### src/rtl/jrkv_pkg.sv
package jrkv_pkg;

    typedef enum logic [2:0] {
        PH_SCAN,
        PH_PRE,
        PH_BODY,
        PH_RUN,
        PH_DONE
    } t_phase;

    typedef enum logic [1:0] {
        CFG_KEY_BYTES  = 2'd0,
        CFG_KEY_LENGTH = 2'd1,
        CFG_VALUE_MODE = 2'd2,
        CFG_CAPACITY   = 2'd3
    } t_cfg_idx;

    localparam logic [1:0] MODE_INT = 2'd0;
    localparam logic [1:0] MODE_STR = 2'd1;
    localparam logic [1:0] MODE_ARR = 2'd2;

    localparam int CFG_DATA_W = 64;
    localparam int KEY_LEN_W  = 4;
    localparam int CAP_W      = 16;
    localparam int VALUE_W    = 32;
    localparam int CHAR_W     = 8;

    localparam logic [KEY_LEN_W-1:0] KEY_LENGTH_RST = 4'd1;
    localparam logic [CAP_W-1:0]     CAPACITY_RST   = 16'd16;
    localparam logic [VALUE_W-1:0]   ELEM_MAX       = 32'd65535;

    localparam logic [7:0] CH_TAB    = 8'h09;
    localparam logic [7:0] CH_LF     = 8'h0A;
    localparam logic [7:0] CH_VT     = 8'h0B;
    localparam logic [7:0] CH_FF     = 8'h0C;
    localparam logic [7:0] CH_CR     = 8'h0D;
    localparam logic [7:0] CH_SPACE  = 8'h20;
    localparam logic [7:0] CH_QUOTE  = 8'h22;
    localparam logic [7:0] CH_PLUS   = 8'h2B;
    localparam logic [7:0] CH_MINUS  = 8'h2D;
    localparam logic [7:0] CH_ZERO   = 8'h30;
    localparam logic [7:0] CH_NINE   = 8'h39;
    localparam logic [7:0] CH_COLON  = 8'h3A;
    localparam logic [7:0] CH_LBRACK = 8'h5B;
    localparam logic [7:0] CH_BSLASH = 8'h5C;
    localparam logic [7:0] CH_RBRACK = 8'h5D;
    localparam logic [7:0] CH_LBRACE = 8'h7B;
    localparam logic [7:0] CH_RBRACE = 8'h7D;

    localparam int OUT_DEPTH = 8;
    localparam int OUT_PTR_W = 3;
    localparam int OUT_CNT_W = 4;

    typedef struct packed {
        logic [KEY_LEN_W-1:0] key_length;
        logic [1:0]           value_mode;
        logic [CAP_W-1:0]     capacity;
    } t_cfg;

    typedef struct packed {
        logic                      has_item;
        logic signed [VALUE_W-1:0] value_int;
        logic [CHAR_W-1:0]         char_out;
        logic                      found;
        logic [CAP_W-1:0]          item_count;
        logic                      last;
    } t_result;

    function automatic logic is_ws4(input logic [7:0] c);
        return c inside {CH_SPACE, CH_TAB, CH_LF, CH_CR};
    endfunction

    function automatic logic is_digit(input logic [7:0] c);
        return c inside {[CH_ZERO:CH_NINE]};
    endfunction

    function automatic logic [VALUE_W-1:0] digit_val(input logic [7:0] c);
        logic [7:0] d;
        d = c - CH_ZERO;
        return {24'd0, d};
    endfunction

    function automatic logic [VALUE_W-1:0] mac10(input logic [VALUE_W-1:0] acc,
                                                 input logic [7:0] c);
        return (acc << 3) + (acc << 1) + digit_val(c);
    endfunction

endpackage

### src/rtl/jrkv_fifo.sv
module jrkv_fifo (
    input  logic                         i_clk,
    input  logic                         i_rst_n,
    input  logic                         i_push_a,
    input  logic                         i_push_b,
    input  jrkv_pkg::t_result            i_res_a,
    input  jrkv_pkg::t_result            i_res_b,
    input  logic                         i_pop,
    output logic                         o_valid,
    output jrkv_pkg::t_result            o_res,
    output logic [jrkv_pkg::OUT_CNT_W-1:0] o_count
);

    jrkv_pkg::t_result r_mem [jrkv_pkg::OUT_DEPTH];
    logic [jrkv_pkg::OUT_PTR_W-1:0] r_wp, n_wp;
    logic [jrkv_pkg::OUT_PTR_W-1:0] r_rp, n_rp;
    logic [jrkv_pkg::OUT_CNT_W-1:0] r_count, n_count;
    logic [jrkv_pkg::OUT_PTR_W-1:0] wp_b;
    logic                           pop_ok;

    assign o_valid = (r_count != '0);
    assign o_res   = r_mem[r_rp];
    assign o_count = r_count;
    assign pop_ok  = i_pop && o_valid;
    assign wp_b    = r_wp + jrkv_pkg::OUT_PTR_W'(1);

    always_comb begin
        n_wp    = r_wp + jrkv_pkg::OUT_PTR_W'(i_push_a) + jrkv_pkg::OUT_PTR_W'(i_push_b);
        n_rp    = r_rp + jrkv_pkg::OUT_PTR_W'(pop_ok);
        n_count = r_count + jrkv_pkg::OUT_CNT_W'(i_push_a) + jrkv_pkg::OUT_CNT_W'(i_push_b)
                  - jrkv_pkg::OUT_CNT_W'(pop_ok);
    end

    always_ff @(posedge i_clk) begin
        if (!i_rst_n) begin
            r_wp    <= '0;
            r_rp    <= '0;
            r_count <= '0;
        end else begin
            r_wp    <= n_wp;
            r_rp    <= n_rp;
            r_count <= n_count;
        end
    end

    always_ff @(posedge i_clk) begin
        if (i_push_a) begin
            r_mem[r_wp] <= i_res_a;
        end
        if (i_push_b) begin
            r_mem[wp_b] <= i_res_b;
        end
    end

endmodule

### src/rtl/jrkv_core.sv
module jrkv_core #(
    parameter int KEY_BYTES  = 8,
    parameter int DEPTH_BITS = 8
) (
    input  logic                   i_clk,
    input  logic                   i_rst_n,
    input  logic                   i_load,
    input  logic [7:0]             i_byte_in,
    input  logic                   i_msg_end,
    input  logic [8*KEY_BYTES-1:0] i_key,
    input  jrkv_pkg::t_cfg         i_cfg,
    output logic                   o_busy,
    output logic                   o_push_a,
    output logic                   o_push_b,
    output jrkv_pkg::t_result      o_res_a,
    output jrkv_pkg::t_result      o_res_b
);

    localparam logic [jrkv_pkg::KEY_LEN_W-1:0] KEY_MAX = jrkv_pkg::KEY_LEN_W'(KEY_BYTES);
    localparam logic [DEPTH_BITS-1:0] DEPTH_MAX = '1;
    localparam logic [DEPTH_BITS-1:0] DEPTH_ONE = DEPTH_BITS'(1);

    // input stage
    logic       r_vld;
    logic [7:0] r_byte;
    logic       r_end;

    // message state
    logic [DEPTH_BITS-1:0]             r_depth, n_depth;
    logic                              r_in_str, n_in_str;
    logic                              r_esc, n_esc;
    logic [jrkv_pkg::KEY_LEN_W-1:0]    r_kpos, n_kpos;
    logic                              r_kmatch, n_kmatch;
    logic                              r_await, n_await;
    jrkv_pkg::t_phase                  r_phase, n_phase;
    logic [jrkv_pkg::VALUE_W-1:0]      r_acc, n_acc;
    logic                              r_neg, n_neg;
    logic [jrkv_pkg::CAP_W-1:0]        r_cnt, n_cnt;

    logic [1:0]                     mode;
    logic [jrkv_pkg::KEY_LEN_W-1:0] klen;
    logic [7:0]                     kc;
    logic                           kc_ok;
    logic [jrkv_pkg::CAP_W-1:0]     cnt_inc;
    logic                           room_str;
    logic                           room_arr;
    logic                           elem_ok;

    assign o_busy   = r_vld;
    assign mode     = (i_cfg.value_mode == 2'd3) ? jrkv_pkg::MODE_INT : i_cfg.value_mode;
    assign klen     = (i_cfg.key_length > KEY_MAX) ? KEY_MAX : i_cfg.key_length;
    assign cnt_inc  = r_cnt + jrkv_pkg::CAP_W'(1);
    assign room_str = ({1'b0, r_cnt} + 17'd1) < {1'b0, i_cfg.capacity};
    assign room_arr = r_cnt < i_cfg.capacity;
    assign elem_ok  = (r_acc != '0) && (r_acc <= jrkv_pkg::ELEM_MAX);
    assign kc_ok    = (kc != 8'd0) && (kc != jrkv_pkg::CH_QUOTE) && (kc != jrkv_pkg::CH_BSLASH);

    always_comb begin
        kc = 8'd0;
        for (int k = 0; k < KEY_BYTES; k++) begin
            if (r_kpos[2:0] == 3'(k)) begin
                kc = i_key[8*k +: 8];
            end
        end
    end

    always_ff @(posedge i_clk) begin
        if (!i_rst_n) begin
            r_vld <= 1'b0;
        end else begin
            r_vld <= i_load;
        end
    end

    always_ff @(posedge i_clk) begin
        if (i_load) begin
            r_byte <= i_byte_in;
            r_end  <= i_msg_end;
        end
    end

    always_comb begin
        logic [7:0]                   c;
        logic                         do_scan;
        logic [jrkv_pkg::VALUE_W-1:0] v;
        jrkv_pkg::t_result            elem;
        jrkv_pkg::t_result            fin;
        logic                         has_elem;
        logic [jrkv_pkg::CAP_W-1:0]   cnt_fin;

        c        = r_byte;
        do_scan  = 1'b0;
        v        = '0;
        elem     = '0;
        fin      = '0;
        has_elem = 1'b0;
        cnt_fin  = r_cnt;

        n_depth  = r_depth;
        n_in_str = r_in_str;
        n_esc    = r_esc;
        n_kpos   = r_kpos;
        n_kmatch = r_kmatch;
        n_await  = r_await;
        n_phase  = r_phase;
        n_acc    = r_acc;
        n_neg    = r_neg;
        n_cnt    = r_cnt;
        o_push_a = 1'b0;
        o_push_b = 1'b0;
        o_res_a  = '0;
        o_res_b  = '0;

        if (r_vld && r_end) begin
            if (mode == jrkv_pkg::MODE_ARR && r_phase == jrkv_pkg::PH_RUN
                    && elem_ok && room_arr) begin
                has_elem       = 1'b1;
                cnt_fin        = cnt_inc;
                elem.has_item  = 1'b1;
                elem.value_int = r_acc;
            end
            if (mode == jrkv_pkg::MODE_STR && r_phase == jrkv_pkg::PH_BODY
                    && r_esc && room_str) begin
                has_elem      = 1'b1;
                cnt_fin       = cnt_inc;
                elem.has_item = 1'b1;
                elem.char_out = jrkv_pkg::CH_BSLASH;
            end
            elem.found      = 1'b1;
            elem.item_count = cnt_fin;

            v = r_neg ? (32'd0 - r_acc) : r_acc;
            if (r_phase == jrkv_pkg::PH_SCAN || r_phase == jrkv_pkg::PH_PRE) begin
                v = '0;
            end
            fin.has_item   = (mode == jrkv_pkg::MODE_INT);
            fin.value_int  = (mode == jrkv_pkg::MODE_INT) ? v : '0;
            fin.found      = (r_phase != jrkv_pkg::PH_SCAN);
            fin.item_count = cnt_fin;
            fin.last       = 1'b1;

            o_push_a = 1'b1;
            if (has_elem) begin
                o_res_a  = elem;
                o_res_b  = fin;
                o_push_b = 1'b1;
            end else begin
                o_res_a = fin;
            end

            n_depth  = '0;
            n_in_str = 1'b0;
            n_esc    = 1'b0;
            n_kpos   = '0;
            n_kmatch = 1'b0;
            n_await  = 1'b0;
            n_phase  = jrkv_pkg::PH_SCAN;
            n_acc    = '0;
            n_neg    = 1'b0;
            n_cnt    = '0;
        end else if (r_vld) begin
            o_res_a.has_item   = 1'b1;
            o_res_a.found      = 1'b1;
            o_res_a.item_count = cnt_inc;
            case (r_phase)
                jrkv_pkg::PH_SCAN: begin
                    if (r_await) begin
                        if (!jrkv_pkg::is_ws4(c)) begin
                            n_await = 1'b0;
                            if (c == jrkv_pkg::CH_COLON) begin
                                n_phase  = jrkv_pkg::PH_PRE;
                                n_esc    = 1'b0;
                                n_in_str = 1'b0;
                                n_kmatch = 1'b0;
                                n_acc    = '0;
                                n_neg    = 1'b0;
                            end else begin
                                do_scan = 1'b1;
                            end
                        end
                    end else begin
                        do_scan = 1'b1;
                    end
                    if (do_scan) begin
                        if (r_in_str) begin
                            if (r_kmatch) begin
                                if (r_kpos < klen) begin
                                    if (kc_ok && c == kc) begin
                                        n_kpos = r_kpos + jrkv_pkg::KEY_LEN_W'(1);
                                    end else begin
                                        n_kmatch = 1'b0;
                                    end
                                end else begin
                                    n_kmatch = 1'b0;
                                    if (c == jrkv_pkg::CH_QUOTE) begin
                                        n_await = 1'b1;
                                    end
                                end
                            end
                            if (r_esc) begin
                                n_esc = 1'b0;
                            end else if (c == jrkv_pkg::CH_BSLASH) begin
                                n_esc = 1'b1;
                            end else if (c == jrkv_pkg::CH_QUOTE) begin
                                n_in_str = 1'b0;
                            end
                        end else if (c == jrkv_pkg::CH_QUOTE) begin
                            n_in_str = 1'b1;
                            if (r_depth == DEPTH_ONE) begin
                                n_kmatch = 1'b1;
                                n_kpos   = '0;
                            end
                        end else if (c == jrkv_pkg::CH_LBRACE || c == jrkv_pkg::CH_LBRACK) begin
                            if (r_depth != DEPTH_MAX) begin
                                n_depth = r_depth + DEPTH_ONE;
                            end
                        end else if (c == jrkv_pkg::CH_RBRACE || c == jrkv_pkg::CH_RBRACK) begin
                            if (r_depth != '0) begin
                                n_depth = r_depth - DEPTH_ONE;
                            end
                        end
                    end
                end
                jrkv_pkg::PH_PRE: begin
                    if (mode == jrkv_pkg::MODE_INT) begin
                        if (jrkv_pkg::is_ws4(c) || c == jrkv_pkg::CH_VT
                                || c == jrkv_pkg::CH_FF) begin
                            n_phase = r_phase;
                        end else if (c == jrkv_pkg::CH_PLUS) begin
                            n_phase = jrkv_pkg::PH_BODY;
                        end else if (c == jrkv_pkg::CH_MINUS) begin
                            n_neg   = 1'b1;
                            n_phase = jrkv_pkg::PH_BODY;
                        end else if (jrkv_pkg::is_digit(c)) begin
                            n_acc   = jrkv_pkg::digit_val(c);
                            n_phase = jrkv_pkg::PH_BODY;
                        end else begin
                            n_phase = jrkv_pkg::PH_DONE;
                        end
                    end else if (!jrkv_pkg::is_ws4(c)) begin
                        if (c == ((mode == jrkv_pkg::MODE_STR) ? jrkv_pkg::CH_QUOTE
                                                                : jrkv_pkg::CH_LBRACK)) begin
                            n_phase = jrkv_pkg::PH_BODY;
                        end else begin
                            n_phase = jrkv_pkg::PH_DONE;
                        end
                    end
                end
                jrkv_pkg::PH_BODY: begin
                    if (mode == jrkv_pkg::MODE_INT) begin
                        if (jrkv_pkg::is_digit(c)) begin
                            n_acc = jrkv_pkg::mac10(r_acc, c);
                        end else begin
                            n_phase = jrkv_pkg::PH_DONE;
                        end
                    end else if (mode == jrkv_pkg::MODE_STR) begin
                        if (!r_esc && c == jrkv_pkg::CH_QUOTE) begin
                            n_phase = jrkv_pkg::PH_DONE;
                        end else if (!r_esc && c == jrkv_pkg::CH_BSLASH) begin
                            n_esc = 1'b1;
                        end else begin
                            n_esc = 1'b0;
                            if (room_str) begin
                                n_cnt            = cnt_inc;
                                o_push_a         = 1'b1;
                                o_res_a.char_out = c;
                            end
                        end
                    end else begin
                        if (c == jrkv_pkg::CH_RBRACK) begin
                            n_phase = jrkv_pkg::PH_DONE;
                        end else if (jrkv_pkg::is_digit(c)) begin
                            n_acc   = jrkv_pkg::digit_val(c);
                            n_phase = jrkv_pkg::PH_RUN;
                        end
                    end
                end
                jrkv_pkg::PH_RUN: begin
                    if (jrkv_pkg::is_digit(c)) begin
                        n_acc = jrkv_pkg::mac10(r_acc, c);
                    end else begin
                        if (elem_ok && room_arr) begin
                            n_cnt             = cnt_inc;
                            o_push_a          = 1'b1;
                            o_res_a.value_int = r_acc;
                        end
                        n_acc = '0;
                        if (c == jrkv_pkg::CH_RBRACK || n_cnt >= i_cfg.capacity) begin
                            n_phase = jrkv_pkg::PH_DONE;
                        end else begin
                            n_phase = jrkv_pkg::PH_BODY;
                        end
                    end
                end
                default: begin
                    n_phase = r_phase;
                end
            endcase
        end
    end

    always_ff @(posedge i_clk) begin
        if (!i_rst_n) begin
            r_depth  <= '0;
            r_in_str <= 1'b0;
            r_esc    <= 1'b0;
            r_kpos   <= '0;
            r_kmatch <= 1'b0;
            r_await  <= 1'b0;
            r_phase  <= jrkv_pkg::PH_SCAN;
            r_acc    <= '0;
            r_neg    <= 1'b0;
            r_cnt    <= '0;
        end else begin
            r_depth  <= n_depth;
            r_in_str <= n_in_str;
            r_esc    <= n_esc;
            r_kpos   <= n_kpos;
            r_kmatch <= n_kmatch;
            r_await  <= n_await;
            r_phase  <= n_phase;
            r_acc    <= n_acc;
            r_neg    <= n_neg;
            r_cnt    <= n_cnt;
        end
    end

endmodule

### src/rtl/json_root_key_value_extractor.sv
// Streaming extractor for one key at the root of a JSON object. Bytes arrive one per transfer,
// with a transfer carrying i_msg_end closing each message. The block takes one byte every
// clock unless the input side stalls: each byte is registered, worked through the scanner and
// its results (at most one per byte, two only at message end) are written into an eight-entry
// result queue. The input side stalls only while that queue could overflow, i.e. when the
// output side is held off. Configuration (key, key length, value mode, capacity) goes through
// the plain write port and is to be written only while the block is idle; the block does not
// enforce this. KEY_BYTES bounds the stored key length, DEPTH_BITS the nesting counter.
module json_root_key_value_extractor #(
    parameter int KEY_BYTES  = 8,
    parameter int DEPTH_BITS = 8
) (
    input  logic                               i_clk,
    input  logic                               i_rst_n,
    input  logic                               i_cfg_we,
    input  logic [1:0]                         i_cfg_idx,
    input  logic [jrkv_pkg::CFG_DATA_W-1:0]    i_cfg_wdata,
    input  logic                               i_in_valid,
    output logic                               o_in_ready,
    input  logic [7:0]                         i_byte_in,
    input  logic                               i_msg_end,
    output logic                               o_out_valid,
    input  logic                               i_out_ready,
    output logic                               o_has_item,
    output logic signed [jrkv_pkg::VALUE_W-1:0] o_value_int,
    output logic [jrkv_pkg::CHAR_W-1:0]        o_char_out,
    output logic                               o_found,
    output logic [jrkv_pkg::CAP_W-1:0]         o_item_count,
    output logic                               o_last
);

    localparam logic [jrkv_pkg::OUT_CNT_W:0] ROOM_LIMIT =
        (jrkv_pkg::OUT_CNT_W+1)'(jrkv_pkg::OUT_DEPTH - 2);

    logic [8*KEY_BYTES-1:0] r_key;
    jrkv_pkg::t_cfg         r_cfg;

    logic                              busy;
    logic                              push_a;
    logic                              push_b;
    jrkv_pkg::t_result                 res_a;
    jrkv_pkg::t_result                 res_b;
    jrkv_pkg::t_result                 res_out;
    logic [jrkv_pkg::OUT_CNT_W-1:0]    q_count;
    logic [jrkv_pkg::OUT_CNT_W:0]      q_need;
    logic                              in_xfer;

    always_ff @(posedge i_clk) begin
        if (!i_rst_n) begin
            r_key            <= '0;
            r_cfg.key_length <= jrkv_pkg::KEY_LENGTH_RST;
            r_cfg.value_mode <= jrkv_pkg::MODE_INT;
            r_cfg.capacity   <= jrkv_pkg::CAPACITY_RST;
        end else if (i_cfg_we) begin
            case (i_cfg_idx)
                jrkv_pkg::CFG_KEY_BYTES:  r_key            <= i_cfg_wdata[8*KEY_BYTES-1:0];
                jrkv_pkg::CFG_KEY_LENGTH: r_cfg.key_length <= i_cfg_wdata[jrkv_pkg::KEY_LEN_W-1:0];
                jrkv_pkg::CFG_VALUE_MODE: r_cfg.value_mode <= i_cfg_wdata[1:0];
                jrkv_pkg::CFG_CAPACITY:   r_cfg.capacity   <= i_cfg_wdata[jrkv_pkg::CAP_W-1:0];
                default:                  r_cfg            <= r_cfg;
            endcase
        end
    end

    // worst case two results from the staged byte plus two from the next one
    assign q_need     = {1'b0, q_count} + (busy ? (jrkv_pkg::OUT_CNT_W+1)'(2) : '0);
    assign o_in_ready = (q_need <= ROOM_LIMIT);
    assign in_xfer    = i_in_valid && o_in_ready;

    jrkv_core #(
        .KEY_BYTES  (KEY_BYTES),
        .DEPTH_BITS (DEPTH_BITS)
    ) u_core (
        .i_clk     (i_clk),
        .i_rst_n   (i_rst_n),
        .i_load    (in_xfer),
        .i_byte_in (i_byte_in),
        .i_msg_end (i_msg_end),
        .i_key     (r_key),
        .i_cfg     (r_cfg),
        .o_busy    (busy),
        .o_push_a  (push_a),
        .o_push_b  (push_b),
        .o_res_a   (res_a),
        .o_res_b   (res_b)
    );

    jrkv_fifo u_fifo (
        .i_clk    (i_clk),
        .i_rst_n  (i_rst_n),
        .i_push_a (push_a),
        .i_push_b (push_b),
        .i_res_a  (res_a),
        .i_res_b  (res_b),
        .i_pop    (i_out_ready),
        .o_valid  (o_out_valid),
        .o_res    (res_out),
        .o_count  (q_count)
    );

    assign o_has_item   = res_out.has_item;
    assign o_value_int  = res_out.value_int;
    assign o_char_out   = res_out.char_out;
    assign o_found      = res_out.found;
    assign o_item_count = res_out.item_count;
    assign o_last       = res_out.last;

endmodule
### config.mk
export PLATFORM = sky130hd
export DESIGN_NAME = json_root_key_value_extractor
export DESIGN_NICKNAME = d
export VERILOG_FILES = /design/src/rtl/jrkv_pkg.sv /design/src/rtl/jrkv_fifo.sv /design/src/rtl/jrkv_core.sv /design/src/rtl/json_root_key_value_extractor.sv
export SDC_FILE = /design/constraint.sdc
export NUM_CORES = 1
export LEC_CHECK = 0
export BUFFER_PORTS_ARGS = -buffer_cell sky130_fd_sc_hd__buf_2
export CAP_MARGIN = 15
export CELL_PAD_IN_SITES_DETAIL_PLACEMENT = 0
export CELL_PAD_IN_SITES_GLOBAL_PLACEMENT = 1
export CORE_ASPECT_RATIO = 0.5
export CORE_MARGIN = 3
export CORE_UTILIZATION = 30
export DETAILED_ROUTE_END_ITERATION = 8
export GPL_ROUTABILITY_DRIVEN = 0
export PLACE_DENSITY = 0.5
export SYNTH_ARGS = -nofsm -noshare
export SYNTH_HDL_FRONTEND = slang
export SYNTH_SLANG_ARGS = --single-unit
### constraint.sdc
create_clock -name i_clk -period 8.75 [get_ports i_clk]
set_clock_uncertainty 0.15 [all_clocks]
set_input_delay 0.875 -clock i_clk [delete_from_list [all_inputs] [get_ports i_clk]]
set_output_delay 0.875 -clock i_clk [all_outputs]
set_load 0.02 [all_outputs]
==> impl_metrics.json <==
{
  "power_leakage_nw": 12.7,
  "synth_area_leader_cell": "edfxtp_1",
  "drt_pass1_iterations": 5,
  "synth-seq-cells": 646,
  "switching_share_pct": 28.4,
  "crit_chain": "and3_1 -> and3_1 -> nand3_1 -> nor2_1 -> and3_1 -> nand3_1 -> nor2_1 -> xor2_1 -> ha_1 -> nor2b_1 -> a311oi_1 -> nand3_1 -> nor2_1 -> o31ai_1 -> buf_4 -> or2_1 -> and2_1 -> buf_4 -> inv_2 -> buf_4",
  "cp_slowest_cell": "dfxtp_1",
  "cts_buffers": 69,
  "pwr-share-clk_pct": 39.4,
  "yosysUniqueCellTypes": 83,
  "ir_drop_v": 0.000176,
  "grt_pass1_wl_um": 175000,
  "coreArea_sq_mm": 0.113,
  "clk_latency_ns": 0.66,
  "r2r-end": "u_fifo.r_mem[6][50]",
  "io_buffers": 140,
  "p_int_w": 0.00543,
  "fp.dieW_um": 485,
  "final_cells": 4762,
  "ant_nets": 0,
  "hp-class": "in2reg",
  "cts.sinks": 646,
  "ctsResizeCount": 0,
  "grt_use_total_pct": 19.7,
  "synth_ff_type": "edfxtp_1",
  "endpoint": "u_fifo.r_mem[6][50]",
  "power.switching_w": 0.00216,
  "wl_met2_um": 50900,
  "crit_arrival_ns": 7.33,
  "clkTransAtPathRegs_ns": 0.06,
  "reg2reg_depth": 20,
  "fin_crit_sh_pct": 81.7,
  "nets": 3418,
  "rrSetupSlack_ns": 1.60,
  "area_delta_synth_final_pct": 13.0,
  "postCtsSetupBuffers": 0,
  "nFillCells": 11400,
  "tritoncts": "done",
  "p_comb_share_pct": 16.4,
  "grt_start_max_net_pins": 99,
  "cts_root_buf": "clkbuf_16",
  "ys_warn_count": 0,
  "async_flop_share_pct": 0,
  "max_slew.worst_pin.slew_ns": 1.10,
  "rsz0062_at_grt": "false",
  "htree_levels": 3,
  "layout-drive-gt1-share_pct": 16.9,
  "crit_path_end_kind": "flop",
  "crit_cells": 20,
  "grt_pass1_vias": 25500,
  "fp.dieH_um": 246,
  "drc": 0,
  "drt_iter0_drc": 2199,
  "crit_start": "u_core.r_cnt[0]",
  "cp_max_fo": 35,
  "met3WireLength_um": 7590,
  "wire_per_inst_um": 25.0,
  "dp_hpwl_um": 79100,
  "dp.cells": 4638,
  "ioPinCount": 141,
  "slowest_delay_ns": 0.81,
  "status": "finished, final reports clean",
  "cts.path.max_buffers": 3,
  "maxSlewHeadroom_pct": 26.0,
  "whs_ns": 0.255,
  "wl_met1_um": 58200,
  "synth_edf_count": 417,
  "viasPerCell": 5.36,
  "max-cap-violations": 0,
  "hold_violations": 0,
  "tns_ns": 0,
  "fmax_mhz": 140,
  "power_w": 0.00759,
  "crit_type": "reg2reg",
  "yosys.area.top_type_share_pct": 36.4,
  "grt_antenna_before_repair": 6,
  "routed_wl_um": 119000,
  "yosys-top-cells-area": "edfxtp_1, dfxtp_1, mux4_2",
  "finalWorstSetupSlack_ns": 1.60,
  "crit_buf_inv": 4,
  "start_util_pct": 30.4,
  "finalSetupViolCount": 0,
  "synth_most_common_cell": "edfxtp_1",
  "ys_seq_area_share_pct": 49.7,
  "row_count": 87,
  "post_synth.cell_area_avg_sq_um": 10.9,
  "p_per_area_mw_per_mm2": 195,
  "p_seq_share_pct": 44.2,
  "period_needed_ns": 7.15,
  "path_delay_family": "simple AND/OR/NAND/NOR gates",
  "synth_common_cells": "edfxtp_1, nand2_1, nor2_1, dfxtp_1, clkbuf_1",
  "cp-start-kind": "flop",
  "top_layer_used": "met5",
  "vias": 25500,
  "finalMaxSlewViolations": 0,
  "syn_area_sq_mm": 0.0344,
  "hold_buffers": 0,
  "die_area_sq_mm": 0.119,
  "synth_nets": 3393,
  "r2r-start": "u_core.r_cnt[0]",
  "post-place-ws_ns": 1.65,
  "grt-ovfl-total": 0,
  "required_ns": 8.93,
  "synth_cells": 3171
}
[worst reg2reg max path: stages, from the launching register on]
cell	delay (ns)
dfxtp_1	0.81
and3_1	0.43
and3_1	0.34
nand3_1	0.25
nor2_1	0.34
and3_1	0.27
nand3_1	0.16
nor2_1	0.25
xor2_1	0.18
ha_1	0.26
nor2b_1	0.14
a311oi_1	0.39
nand3_1	0.18
nor2_1	0.49
o31ai_1	0.20
buf_4	0.22
or2_1	0.25
and2_1	0.15
buf_4	0.18
inv_2	0.73
buf_4	0.45
[per-layer routing]
metal / global-route usage, % / vias up
met5: 0 / -
met4: 4.56 / 2
met3: 4.54 / 120
met2: 29.2 / 676
met1: 28.9 / 12900
li1: - / 11900
[flip-flops by register name, summed over array words and instances, names as in the netlist, 3 cells and up]
signal          flops
u_core.r_byte       8
u_core.r_depth      8
r_key              64
r_cfg              22
u_fifo.r_rp         3
u_core.r_kpos       4
u_fifo.r_mem      472
u_core.r_cnt       16
u_fifo.o_count      4
u_fifo.r_wp         3
u_core.r_acc       32
u_core.r_phase      3
[cells in the final DEF (no fill, tap or decap), types with 86 or more instances in the layout]
master and count:
nand3_1 92, ha_1 133, nand2_1 325, buf_2 140, edfxtp_1 417, mux4_2 118
a21oi_1 93, dfxtp_1 226, o21ai_0 154, nor2_1 264, o22ai_1 138, a211oi_1 107
xnor2_1 86
[logic make-up after synthesis]
group                    count (synthesis)  synth area share, %
XOR/XNOR                               119                 3.03
adder cells (fa/ha/maj)                142                 5.36
AO/OA/AOI/OAI                          778                 15.2
AND/OR/NAND/NOR                        948                 12.8
flip-flops                             646                 49.7
buffers and inverters                  348                 3.88
multiplexers                           190                 10.0
[per-stage QoR]
stage / utilization (%) / area [sq um]
final: 34.3 / 38900
after floorplan: - / 34400
after global placement: 32.4 / 36600
after global routing: 34.3 / 38900
after CTS: 34.3 / 38900
after detailed placement: 32.4 / 36600
[power by group through the flow]
stage	Clock [W]	Sequential (W)	Combinational [W]
global route	0.00318	0.00336	0.00135
finish	0.00299	0.00335	0.00124
detailed placement	0	0.00342	0.00127
floorplan	0	0.00335	0.000900
global placement	0	0.00342	0.00127
CTS	0.00307	0.00335	0.00128
[worst min path at each step]
stage / cells after the start / start / slack (ns) / to
detailed placement: 2 / r_key[0] / 0.31 / r_key[0]
finish: 1 / i_byte_in[5] / 0.25 / u_core.r_byte[5]
floorplan: 2 / u_fifo.r_mem[2][18] / 0.29 / u_fifo.r_mem[2][18]
CTS: 1 / i_byte_in[5] / 0.19 / u_core.r_byte[5]
global placement: 2 / u_fifo.r_mem[3][19] / 0.30 / u_fifo.r_mem[3][19]
global route: 1 / i_byte_in[5] / 0.21 / u_core.r_byte[5]
[final cells by class]
| cell class | count | area, sq um | share of cell area [%] |
|---|---|---|---|
| diodes | 2 | 5.00 | 0.0129 |
| multi-input cells | 2177 | 16000 | 41.3 |
| clock buffers | 89 | 1900 | 4.90 |
| flip-flops and latches | 646 | 17100 | 44.0 |
| well taps | 1513 | 1890 | 4.87 |
| clock inverters | 33 | 329 | 0.846 |
| repair buffers | 211 | 1250 | 3.20 |
| inverters | 91 | 342 | 0.878 |
(Power assumes the default switching activity.)
